[src/sv/lpcc_pkg.sv]
package lpcc_pkg;

   // Field widths of the transactions.
   localparam int KEY_W  = 20;
   localparam int LOC_W  = 32;
   localparam int SIZE_W = 16;
   localparam int CAP_W  = 5;
   localparam int CNT_W  = 32;

   // Default number of cells in the recency row.
   localparam int CAPACITY_DEFAULT = 16;

   // Capacity register value after reset.
   localparam logic [CAP_W-1:0] CAP_RESET = 5'd16;

   // Saturation value of the allocator and of the counters.
   localparam logic [LOC_W-1:0] WORD_MAX = {LOC_W{1'b1}};

   // Command codes.
   typedef enum logic [0:0] {
      CMD_ADD    = 1'b0,
      CMD_ACCESS = 1'b1
   } cmd_type;

   // One resident element as it sits in a cell.
   typedef struct packed {
      logic [KEY_W-1:0]  key;
      logic [LOC_W-1:0]  location;
      logic [SIZE_W-1:0] size;
   } entry_type;

   // Controls broadcast from the controller to every cell.
   typedef struct packed {
      logic             shift_all;   // every cell with a resident right neighbor takes it
      logic             shift_match; // cells at or past the matching one shift
      logic             load_last;   // the most recently used cell takes mru
      logic             load_free;   // the first free cell takes mru
      logic [KEY_W-1:0] lookup_key;
      entry_type        mru;
   } cell_ctrl_type;

   // Request transaction.
   typedef struct packed {
      cmd_type           command;
      logic [KEY_W-1:0]  element_id;
      logic [LOC_W-1:0]  element_location;
      logic [SIZE_W-1:0] element_size;
   } req_payload_type;

   // Response transaction.
   typedef struct packed {
      logic              hit;
      logic              load_needed;
      logic [LOC_W-1:0]  assigned_location;
      logic              evict_valid;
      logic [KEY_W-1:0]  evict_id;
      logic [LOC_W-1:0]  evict_location;
      logic [SIZE_W-1:0] evict_size;
      logic [CNT_W-1:0]  hit_count;
      logic [CNT_W-1:0]  try_count;
      logic              location_overflow;
   } rsp_payload_type;

endpackage

[src/sv/lpcc_cell.sv]
// One position of the recency row. Cell 0 is least recently used; resident
// cells form a contiguous run from cell 0 upward.
module lpcc_cell (
   input  logic                  clock,
   input  logic                  reset,
   input  lpcc_pkg::cell_ctrl_type ctrl,
   input  lpcc_pkg::entry_type   right_entry,
   input  logic                  right_valid,
   input  logic                  left_valid,
   input  logic                  seen_in,
   output lpcc_pkg::entry_type   entry,
   output logic                  valid,
   output logic                  match,
   output logic                  seen_out,
   output lpcc_pkg::entry_type   match_entry
);

   lpcc_pkg::entry_type entry_ff;
   lpcc_pkg::entry_type entry_in;
   logic                valid_ff;
   logic                valid_in;
   logic                shift;
   logic                load;

   // Key compare and the running "match at or below me" chain.
   assign match       = valid_ff && (entry_ff.key == ctrl.lookup_key);
   assign seen_out    = seen_in | match;
   assign match_entry = match ? entry_ff : '0;

   // A cell shifts only while its right neighbor is resident. It loads either
   // as the top resident cell or as the lowest free cell.
   always_comb begin
      shift = right_valid && (ctrl.shift_all || (ctrl.shift_match && seen_out));
      load  = (ctrl.load_last && valid_ff && !right_valid) ||
              (ctrl.load_free && !valid_ff && left_valid);
      priority if (load) begin
         entry_in = ctrl.mru;
      end else if (shift) begin
         entry_in = right_entry;
      end else begin
         entry_in = entry_ff;
      end
      valid_in = valid_ff | load;
   end

   // Residency bit.
   always_ff @(posedge clock) begin
      if (reset) begin
         valid_ff <= 1'b0;
      end else begin
         valid_ff <= valid_in;
      end
   end

   // Entry contents.
   always_ff @(posedge clock) begin
      entry_ff <= entry_in;
   end

   assign entry = entry_ff;
   assign valid = valid_ff;

endmodule

[src/sv/lru_paging_cache_controller_top.sv]
// LRU paging cache controller. Takes one add or access command per clock
// cycle while req_stall is low and returns one response per command from a
// response register, in the cycle after acceptance. The row of CAPACITY
// cells compares every resident key in parallel and shifts the recency order by
// one position in the same cycle. Cell 0 holds the least recently used entry. The
// capacity register may be written only while no transaction is in flight;
// values above CAPACITY act as CAPACITY and zero disables caching. There is
// no clearing pass after reset: the block accepts commands at once.
module lru_paging_cache_controller_top #(
   parameter int CAPACITY = lpcc_pkg::CAPACITY_DEFAULT
) (
   input  logic                       clock,
   input  logic                       reset,
   input  logic                       req_valid,
   output logic                       req_stall,
   input  lpcc_pkg::req_payload_type  req_payload,
   output logic                       rsp_valid,
   input  logic                       rsp_stall,
   output lpcc_pkg::rsp_payload_type  rsp_payload,
   input  logic                       csr_valid,
   output logic                       csr_ready,
   input  logic [lpcc_pkg::CAP_W-1:0] csr_data
);

   localparam int CW   = $clog2(CAPACITY + 1);
   localparam int CMPW = (CW > lpcc_pkg::CAP_W) ? CW : lpcc_pkg::CAP_W;

   logic [lpcc_pkg::CAP_W-1:0] capacity_ff;
   logic [CW-1:0]              count_ff;
   logic [CW-1:0]              count_in;
   logic [lpcc_pkg::LOC_W-1:0] next_loc_ff;
   logic [lpcc_pkg::LOC_W-1:0] next_loc_in;
   logic [lpcc_pkg::CNT_W-1:0] hits_ff;
   logic [lpcc_pkg::CNT_W-1:0] hits_in;
   logic [lpcc_pkg::CNT_W-1:0] tries_ff;
   logic [lpcc_pkg::CNT_W-1:0] tries_in;
   logic                       rsp_valid_ff;
   logic                       rsp_valid_in;
   lpcc_pkg::rsp_payload_type  rsp_payload_ff;
   lpcc_pkg::rsp_payload_type  rsp_payload_in;

   lpcc_pkg::cell_ctrl_type    ctrl;
   lpcc_pkg::entry_type        cell_entry [CAPACITY];
   lpcc_pkg::entry_type        cell_match_entry [CAPACITY];
   logic [CAPACITY-1:0]        cell_valid;
   logic [CAPACITY-1:0]        cell_match;
   logic [CAPACITY:0]          seen_chain;

   lpcc_pkg::entry_type        found_entry;
   lpcc_pkg::entry_type        new_entry;
   logic                       accept;
   logic                       found;
   logic                       is_add;
   logic                       lookup_on;
   logic                       at_limit;
   logic [CMPW-1:0]            eff_cap;
   logic [lpcc_pkg::LOC_W:0]   loc_sum;

   // Handshakes: the response register frees up when it is empty or taken.
   assign req_stall = rsp_valid_ff && rsp_stall;
   assign accept    = req_valid && !req_stall;
   assign rsp_valid   = rsp_valid_ff;
   assign rsp_payload = rsp_payload_ff;
   assign csr_ready   = 1'b1;

   // The row of cells, chained through valid bits and the match prefix.
   assign seen_chain[0] = 1'b0;
   for (genvar i = 0; i < CAPACITY; i++) begin : g_cell
      lpcc_pkg::entry_type right_entry;
      logic                right_valid;
      logic                left_valid;
      if (i == CAPACITY - 1) begin : g_last
         assign right_entry = '0;
         assign right_valid = 1'b0;
      end else begin : g_mid
         assign right_entry = cell_entry[i+1];
         assign right_valid = cell_valid[i+1];
      end
      if (i == 0) begin : g_first
         assign left_valid = 1'b1;
      end else begin : g_rest
         assign left_valid = cell_valid[i-1];
      end
      lpcc_cell u_cell (
         .clock       (clock),
         .reset       (reset),
         .ctrl        (ctrl),
         .right_entry (right_entry),
         .right_valid (right_valid),
         .left_valid  (left_valid),
         .seen_in     (seen_chain[i]),
         .entry       (cell_entry[i]),
         .valid       (cell_valid[i]),
         .match       (cell_match[i]),
         .seen_out    (seen_chain[i+1]),
         .match_entry (cell_match_entry[i])
      );
   end

   // Gather the matching entry; resident keys are unique.
   always_comb begin
      found_entry = '0;
      for (int i = 0; i < CAPACITY; i++) begin
         found_entry = lpcc_pkg::entry_type'(found_entry | cell_match_entry[i]);
      end
      found = |cell_match;
   end

   // Command decode, allocator, counters and cell controls.
   always_comb begin
      is_add    = req_payload.command == lpcc_pkg::CMD_ADD;
      lookup_on = is_add || (capacity_ff != '0);
      eff_cap   = (CMPW'(capacity_ff) > CMPW'(CAPACITY)) ? CMPW'(CAPACITY)
                                                         : CMPW'(capacity_ff);
      at_limit  = CMPW'(count_ff) >= eff_cap;
      loc_sum   = {1'b0, next_loc_ff} +
                  (lpcc_pkg::LOC_W + 1)'(req_payload.element_size);

      new_entry.key      = req_payload.element_id;
      new_entry.location = is_add ? next_loc_ff : req_payload.element_location;
      new_entry.size     = req_payload.element_size;

      ctrl            = '0;
      ctrl.lookup_key = req_payload.element_id;
      count_in        = count_ff;
      next_loc_in     = next_loc_ff;
      hits_in         = hits_ff;
      tries_in        = tries_ff;
      rsp_payload_in  = '0;

      if (accept) begin
         // Allocation on add, try counting on access.
         if (is_add) begin
            next_loc_in = loc_sum[lpcc_pkg::LOC_W] ? lpcc_pkg::WORD_MAX
                                                   : loc_sum[lpcc_pkg::LOC_W-1:0];
            rsp_payload_in.assigned_location = next_loc_ff;
         end else if (tries_ff != lpcc_pkg::WORD_MAX) begin
            tries_in = tries_ff + 1'b1;
         end

         priority if (lookup_on && found) begin
            // Resident: move to most recently used, refreshing on add.
            ctrl.shift_match = 1'b1;
            ctrl.load_last   = 1'b1;
            ctrl.mru         = found_entry;
            if (is_add) begin
               ctrl.mru.location = next_loc_ff;
               ctrl.mru.size     = req_payload.element_size;
            end else begin
               rsp_payload_in.hit = 1'b1;
               if (hits_ff != lpcc_pkg::WORD_MAX) begin
                  hits_in = hits_ff + 1'b1;
               end
            end
         end else if (lookup_on) begin
            // Not resident: insert, evicting one entry when full.
            rsp_payload_in.load_needed = !is_add;
            ctrl.mru = new_entry;
            if (at_limit) begin
               rsp_payload_in.evict_valid = 1'b1;
               if (count_ff == '0) begin
                  rsp_payload_in.evict_id       = new_entry.key;
                  rsp_payload_in.evict_location = new_entry.location;
                  rsp_payload_in.evict_size     = new_entry.size;
               end else begin
                  rsp_payload_in.evict_id       = cell_entry[0].key;
                  rsp_payload_in.evict_location = cell_entry[0].location;
                  rsp_payload_in.evict_size     = cell_entry[0].size;
                  ctrl.shift_all = 1'b1;
                  ctrl.load_last = 1'b1;
               end
            end else begin
               ctrl.load_free = 1'b1;
               count_in       = count_ff + 1'b1;
            end
         end else begin
            // Caching disabled: an access only asks for a load.
            rsp_payload_in.load_needed = 1'b1;
         end
      end

      rsp_payload_in.hit_count         = hits_in;
      rsp_payload_in.try_count         = tries_in;
      rsp_payload_in.location_overflow = next_loc_in == lpcc_pkg::WORD_MAX;

      rsp_valid_in = accept || (rsp_valid_ff && rsp_stall);
   end

   // Control state.
   always_ff @(posedge clock) begin
      if (reset) begin
         capacity_ff  <= lpcc_pkg::CAP_RESET;
         count_ff     <= '0;
         next_loc_ff  <= '0;
         hits_ff      <= '0;
         tries_ff     <= '0;
         rsp_valid_ff <= 1'b0;
      end else begin
         if (csr_valid && csr_ready) begin
            capacity_ff <= csr_data;
         end
         count_ff     <= count_in;
         next_loc_ff  <= next_loc_in;
         hits_ff      <= hits_in;
         tries_ff     <= tries_in;
         rsp_valid_ff <= rsp_valid_in;
      end
   end

   // Response register.
   always_ff @(posedge clock) begin
      if (accept) begin
         rsp_payload_ff <= rsp_payload_in;
      end
   end

   // Occupancy never exceeds the number of cells.
   a_count_bound: assert property (@(posedge clock) disable iff (reset)
      int'(count_ff) <= CAPACITY)
      else $error("resident count beyond cell count");

   // Residency bits agree with the occupancy counter.
   a_valid_count: assert property (@(posedge clock) disable iff (reset)
      $countones(cell_valid) == int'(count_ff))
      else $error("cell valid bits disagree with resident count");

   // At most one cell matches a lookup key.
   a_unique_match: assert property (@(posedge clock) disable iff (reset)
      $onehot0(cell_match))
      else $error("duplicate resident key");

   // Occupancy only grows.
   a_count_grows: assert property (@(posedge clock) disable iff (reset)
      !$past(reset) |-> count_ff >= $past(count_ff))
      else $error("resident count dropped");

   // A hit neither loads nor evicts.
   a_hit_clean: assert property (@(posedge clock) disable iff (reset)
      rsp_valid_ff && rsp_payload_ff.hit |->
         !rsp_payload_ff.load_needed && !rsp_payload_ff.evict_valid)
      else $error("hit response with load or eviction");

endmodule
[config.mk]
export PLATFORM = sky130hd
export DESIGN_NAME = lru_paging_cache_controller_top
export DESIGN_NICKNAME = d
export VERILOG_FILES = /design/src/sv/lpcc_pkg.sv /design/src/sv/lpcc_cell.sv /design/src/sv/lru_paging_cache_controller_top.sv
export SDC_FILE = /design/constraint.sdc
export NUM_CORES = 2
export LEC_CHECK = 0
export BUFFER_PORTS_ARGS = -buffer_cell sky130_fd_sc_hd__buf_2
export CORE_ASPECT_RATIO = 1.25
export CORE_UTILIZATION = 57
export CTS_CLUSTER_DIAMETER = 40
export DETAILED_ROUTE_END_ITERATION = 10
export PLACE_DENSITY = 0.77
export SLEW_MARGIN = 20
export SYNTH_ARGS = -nofsm -noshare
export SYNTH_HDL_FRONTEND = slang
export SYNTH_SLANG_ARGS = --single-unit
[constraint.sdc]
create_clock -name clock -period 10.4 [get_ports clock]
set_clock_uncertainty 0.1 [all_clocks]
set_input_delay 2.08 -clock clock [delete_from_list [all_inputs] [get_ports clock]]
set_output_delay 2.08 -clock clock [all_outputs]
set_load 0.005 [all_outputs]
---- Yosys cells after proc, flatten, opt, wreduce, memory -nomap -nowiden ----
Index checks and enable logic that the tools add are counted.
cells by class
  reductions and logical operators ........ 182
  add/subtract/negate cells ............... 4
  order comparisons ....................... 2
  equal/unequal tests ..................... 19
  bitwise operators ....................... 49
  multiplexer cells ....................... 76
operators with widths
  kind                                                   count
  2-to-1 mux 68 bit                                      50
  bitwise OR 68 bit                                      15
  2-to-1 mux 32 bit                                      11
  == test 20 bit                                         16
  logical AND 1 bit                                      111
  2-to-1 mux 69 bit                                      1
  adder 32 x 1 -> 32 bit (second input constant)         2
  != test 32 bit (second input constant)                 2
  2-to-1 mux 48 bit                                      1
  adder 32 x 16 -> 33 bit                                1
  logical OR 1 bit                                       33
  == test 32 bit (second input constant)                 1
  bitwise OR 1 bit                                       30
  nonzero test 2 bit                                     15
  zero test 1 bit                                        17
  OR reduction 16 bit                                    1
  2-to-1 mux 1 bit                                       10
  adder 5 x 1 -> 5 bit (second input constant)           1
  greater-or-equal comparator 5 bit                      1
  greater-than comparator 5 bit (second input constant)  1
  zero test 5 bit                                        1
  2-to-1 mux 5 bit                                       1
  nonzero test 5 bit                                     1
  2-to-1 mux 4 bit                                       1
  5 further kinds                                        8
word-level totals
  flip-flop bits (word level) ............. 1379
  input port bits ......................... 79

---- Longest topological paths before layout ----
  depth in word-level cells ............... 22
  mapped depth ............................ 17

---- Modules after synthesis ----
Synthesis repeated with hierarchy kept, for this count alone.
unflattened totals
  cell total of the unflattened synthesis .. 5786
  area, all modules ....................... 73266.5 sq um
by module, submodules not included
  module                           sequential area each (sq um)  area each (sq um)  cells an instance  instances
  lpcc_cell                        2062.0                        3608.5             257                16
  lru_paging_cache_controller_top  7186.9                        15531.1            1674               1

---- Worst setup path before layout ----
No wires, ideal clock.
  path kind ............................... input to register
  start ................................... input req_payload[51] (netlist name)
  end ..................................... register g_cell[3].u_cell.entry_ff, in the netlist g_cell[3].u_cell.entry[0], enable pin
  data arrival time ....................... 9528 ps
  data required time ...................... 9712 ps
  setup time .............................. 588 ps
  path slack .............................. 184 ps
  cell stages on the path ................. 13
  cells stage by stage .................... buf_2 > xor2_1 > nor4_1 > and3_1 > clkbuf_1 > nor3b_1 > a2111oi_1 > nand4_1 > clkbuf_1 > clkbuf_1 > nor2_1 > a21oi_1 > o21ai_0
on the way
  longest elaborated chain between the ends .. 10
  elaborated cells on any way between the ends .. 51
ends and longest elaborated chain
  element                                                line                                               RTL
  from (decl)                                            lru_paging_cache_controller_top.sv:16              input lpcc_pkg::req_payload_type req_payload,
  == test 20 bit                                         lpcc_cell.sv:26                                    assign match = valid_ff && (entry_ff.key == ctrl.lookup_key);
  logical AND 1 bit                                      lpcc_cell.sv:26
  OR reduction 16 bit                                    lru_paging_cache_controller_top.sv:106             found = |cell_match;
  logical AND 1 bit                                      lru_paging_cache_controller_top.sv:141             priority if (lookup_on && found) begin
  2-to-1 mux 1 bit                                       lru_paging_cache_controller_top.sv:141
  2-to-1 mux 4 bit                                       lru_paging_cache_controller_top.sv:131             if (accept) begin
  logical AND 1 bit, on equally long branches            lpcc_cell.sv:34, lpcc_cell.sv:35, lpcc_cell.sv:33
  logical AND 1 bit (tied with other cells)              lpcc_cell.sv:34                                    load = (ctrl.load_last && valid_ff && !right_valid) ||
  logical OR 1 bit or logical AND 1 bit (tied branches)  lpcc_cell.sv:34, lpcc_cell.sv:33
  nonzero test 2 bit (no line) (*)                       -
  to (signal assigned)                                   lpcc_cell.sv:57                                    entry_ff <= entry_in;
  to (decl)                                              lpcc_cell.sv:18                                    lpcc_pkg::entry_type entry_ff;
Every way passes the cells marked *; elsewhere a longest branch is shown, timed or not.
A chain may end at the register's enable or synchronous reset.

==> impl_metrics.toml <==
[outcome]
status = "finished, violations left"
failed_checks = "DRC"

[power_and_ir_drop]
leakage_nw = 28.7
peakVddDrop_mv = 0.174
power-per-cell-area_nw_per_um2 = 167

[setup_path]
cp_data_arrival_time_ns = 8.33
crit_buf_inv = 3
crit_fanout = 50
critical_path_required_ns = 10.83
crit_family = "simple AND/OR/NAND/NOR gates"
cp_slowest_stage_delay_ns = 1.07
worstPathCellList = "buf_2 > xor2_1 > or4_1 > nor3_1 > nor4_1 > and4_1 > buf_4 > nand2_2 > a32oi_4 > buf_4 > mux2_2"
end_kind = "flop"
crit_slowest_cell = "a32oi_4"
cp-start-kind = "input port"
crit_type = "in2reg"
cpMostUsedCell = "buf_4"

[synth]
synthTopCellsByArea = "edfxtp_1 (54%), mux2_2 (12%), dfxtp_1 (3.5%)"
seq_area_frac_synth_pct = 57.5
yosys.area.top_type = "edfxtp_1"
synth_top_area_share_pct = 54.0
syn_area_um2 = 69900
ys_types = 84
yosys-top-cells-count = "edfxtp_1 (1256), mux2_2 (733), nand2_1 (257)"
synth_most_common_cell = "edfxtp_1"
synth_nets = 5437
ys_ff_latch = 1379
synth-main-ff-cell = "edfxtp_1"
syn-instance-count = 5332
async_reset_ff_share_pct = 0
synth_edf_count = 1256
synth_top_family_by_area = "multiplexers"
synth-xor-area-share_pct = 5.06
synth-simple-area-share_pct = 8.44
synth_mux_area_share_pct = 16.2
synth_fa_ha_area_share_pct = 0.476
yosys_warnings = 0
synth-compound-area-share_pct = 7.76
synth.avg_cell_area_um2 = 13.1

[clock_tree]
h-tree-depth = 4
cts_root_buf = "clkbuf_16"
cts_buffers = 163
clkLatencyLatePin_ns = 0.82
cts_setup_buffers = 0
clock_path_buffers = 3
cts_tree = "yes"
clkTransAtPathRegs_ns = 0.06
cts_resized = 0
clock_sinks = 1379
cts_hold_buf = 0

[placed_design]
place_congestion = 1.03
placement.io_buffers = 248
dp_hpwl_mm = 152

[floorplan]
die_w_um = 315
rows = 143
start_util_pct = 57.5
ioPinCount = 250
core-area_um2 = 122000
dieArea_um2 = 124000
die_y_um = 394

[sta]
worst_pin_slew_ns = 1.29
rsz0062_at_grt = "no"
maxSlewHeadroom_pct = 13.4
period_needed_ns = 7.90
fin_crit_sh_pct = 76.0
setup_violations = 0
final_max_slew_viol_count = 0
finalHoldViolations = 0
fmax_ghz = 0.127
finalSetupTns_ns = 0

[global_route]
grt_max_degree = 125
grt_pass1_vias = 50100
grt_overflow_total = 0
antenna_found_initial = 7
grt_use_total_pct = 39.4
grt_pass1_wl_mm = 348

[worst_hold_path]
hp-class = "reg2reg"

[routing]
vias = 50300
drcViolationCount = 72
drt_iter0_markers = 7048
drt_first_pass_iters = 11
wl_per_cell_um = 34.7
drt-total-wl_mm = 248
detail-route-antenna-nets = 0
via_per_inst = 7.02

[cells_and_area]
fin_nets = 5541
finish.utilization_pct = 64.0
synthToLayoutAreaGrowth_pct = 11.5
fill_cells = 9067
drive_gt1_share_pct = 26.5

[job]
maxCapViolations = 0
## tightest hold or removal path, cell delays in order, from the launching register on
cell	delay [ns]
dfxtp_1	0.32
o31ai_1	0.09
a21oi_1	0.07
## layer usage
layer / vias up / wire length (um) / GRT usage (%)
li1: 20500 / - / -
met1: 24500 / 81300 / 46.4
met2: 4057 / 111000 / 61.0
met3: 1240 / 32000 / 10.9
met4: 12 / 23900 / 30.3
met5: - / 73 / 0
## registers in the layout, indices dropped and copies added (netlist names)
signal,flops
g_cell.u_cell.entry,1088
tries_ff,32
g_cell.u_cell.valid,16
capacity_ff,5
hits_ff,32
count_ff,5
next_loc_ff,32
rsp_valid,1
rsp_payload,168
## kinds of logic after synthesis
family                   Yosys count
XOR/XNOR                         404
AND/OR/NAND/NOR                 1100
multiplexers                    1032
buffers and inverters            684
AO/OA/AOI/OAI                    706
adder cells (fa/ha/maj)           26
other                              1
flip-flops                      1379
## cell type report
class                           count  area [um^2]  share of cell area (%)
Inverter                          253          950                    1.22
Tap cell                         1595         2000                    2.56
Multi-Input combinational cell   3269        27000                    34.6
Clock inverter                    119         1390                    1.78
Antenna cell                        2         5.00                 0.00642
Clock buffer                      184         4200                    5.39
Sequential cell                  1379        40200                    51.6
Timing Repair Buffer              370         2240                    2.88
## where the power goes
part           internal, W  switching, W
Combinational     0.000236      0.000620
Sequential         0.00610     0.0000646
Clock              0.00347       0.00251
Total              0.00981       0.00320
## worst paths after layout
path              cells after the start                            startpoint  slack [ns]                              endpoint
hold reg to reg                       2                hits_ff[21]$_SDFF_PP0_        0.42                hits_ff[21]$_SDFF_PP0_
hold / removal                        2                hits_ff[21]$_SDFF_PP0_        0.42                hits_ff[21]$_SDFF_PP0_
setup reg to reg                     10  g_cell[9].u_cell.entry[48]$_DFFE_PP_        3.89  g_cell[5].u_cell.entry[23]$_DFFE_PP_
setup / recovery                     11                       req_payload[48]        2.50  g_cell[5].u_cell.entry[23]$_DFFE_PP_
## through the flow
stage / worst slack (ns) / total power (W) / instance area (um^2) / hold slack [ns] / cells
2_1_floorplan: 0.184 / 0.00674 / 69900 / 0.367 / 5332
3_3_place_gp: 2.01 / 0.00707 / 72200 / 0.386 / 6865
3_5_place_dp: 1.98 / 0.00709 / 72300 / 0.408 / 6866
4_1_cts: 2.81 / 0.0130 / 77900 / 0.421 / 7169
5_1_grt: 2.62 / 0.0132 / 77900 / 0.446 / 7169
6_report: 2.50 / 0.0130 / 77900 / 0.423 / 7171
## cell usage in the layout (no fill, tap or decap), types with 19 or more instances in the layout
cell / netlist / final
buf_4: 77 / 117
clkbuf_16: 0 / 165
xor2_1: 208 / 207
and2_1: 74 / 71
mux2_1: 82 / 82
dfxtp_1: 123 / 123
a211oi_1: 29 / 28
ha_1: 25 / 25
and3_1: 56 / 54
o21ai_0: 53 / 49
a21o_1: 19 / 19
xnor2_1: 196 / 191
nand3_1: 123 / 123
buf_2: 87 / 247
nor2_1: 127 / 127
a221oi_1: 76 / 76
and4_1: 26 / 24
mux2_2: 733 / 733
bufinv_16: 0 / 20
inv_1: 253 / 252
nor3_1: 79 / 71
mux2i_1: 217 / 217
edfxtp_1: 1256 / 1256
nand2_1: 257 / 248
nand4_1: 164 / 164
nor2b_1: 40 / 40
a21oi_1: 114 / 107
a22o_1: 78 / 78
nor4_1: 60 / 59
o21ai_1: 25 / 21
a22oi_1: 126 / 126
clkbuf_1: 221 / 19
inv_6: 0 / 29
or4_1: 20 / 20
No activity file was read; power rests on OpenSTA's default activity.
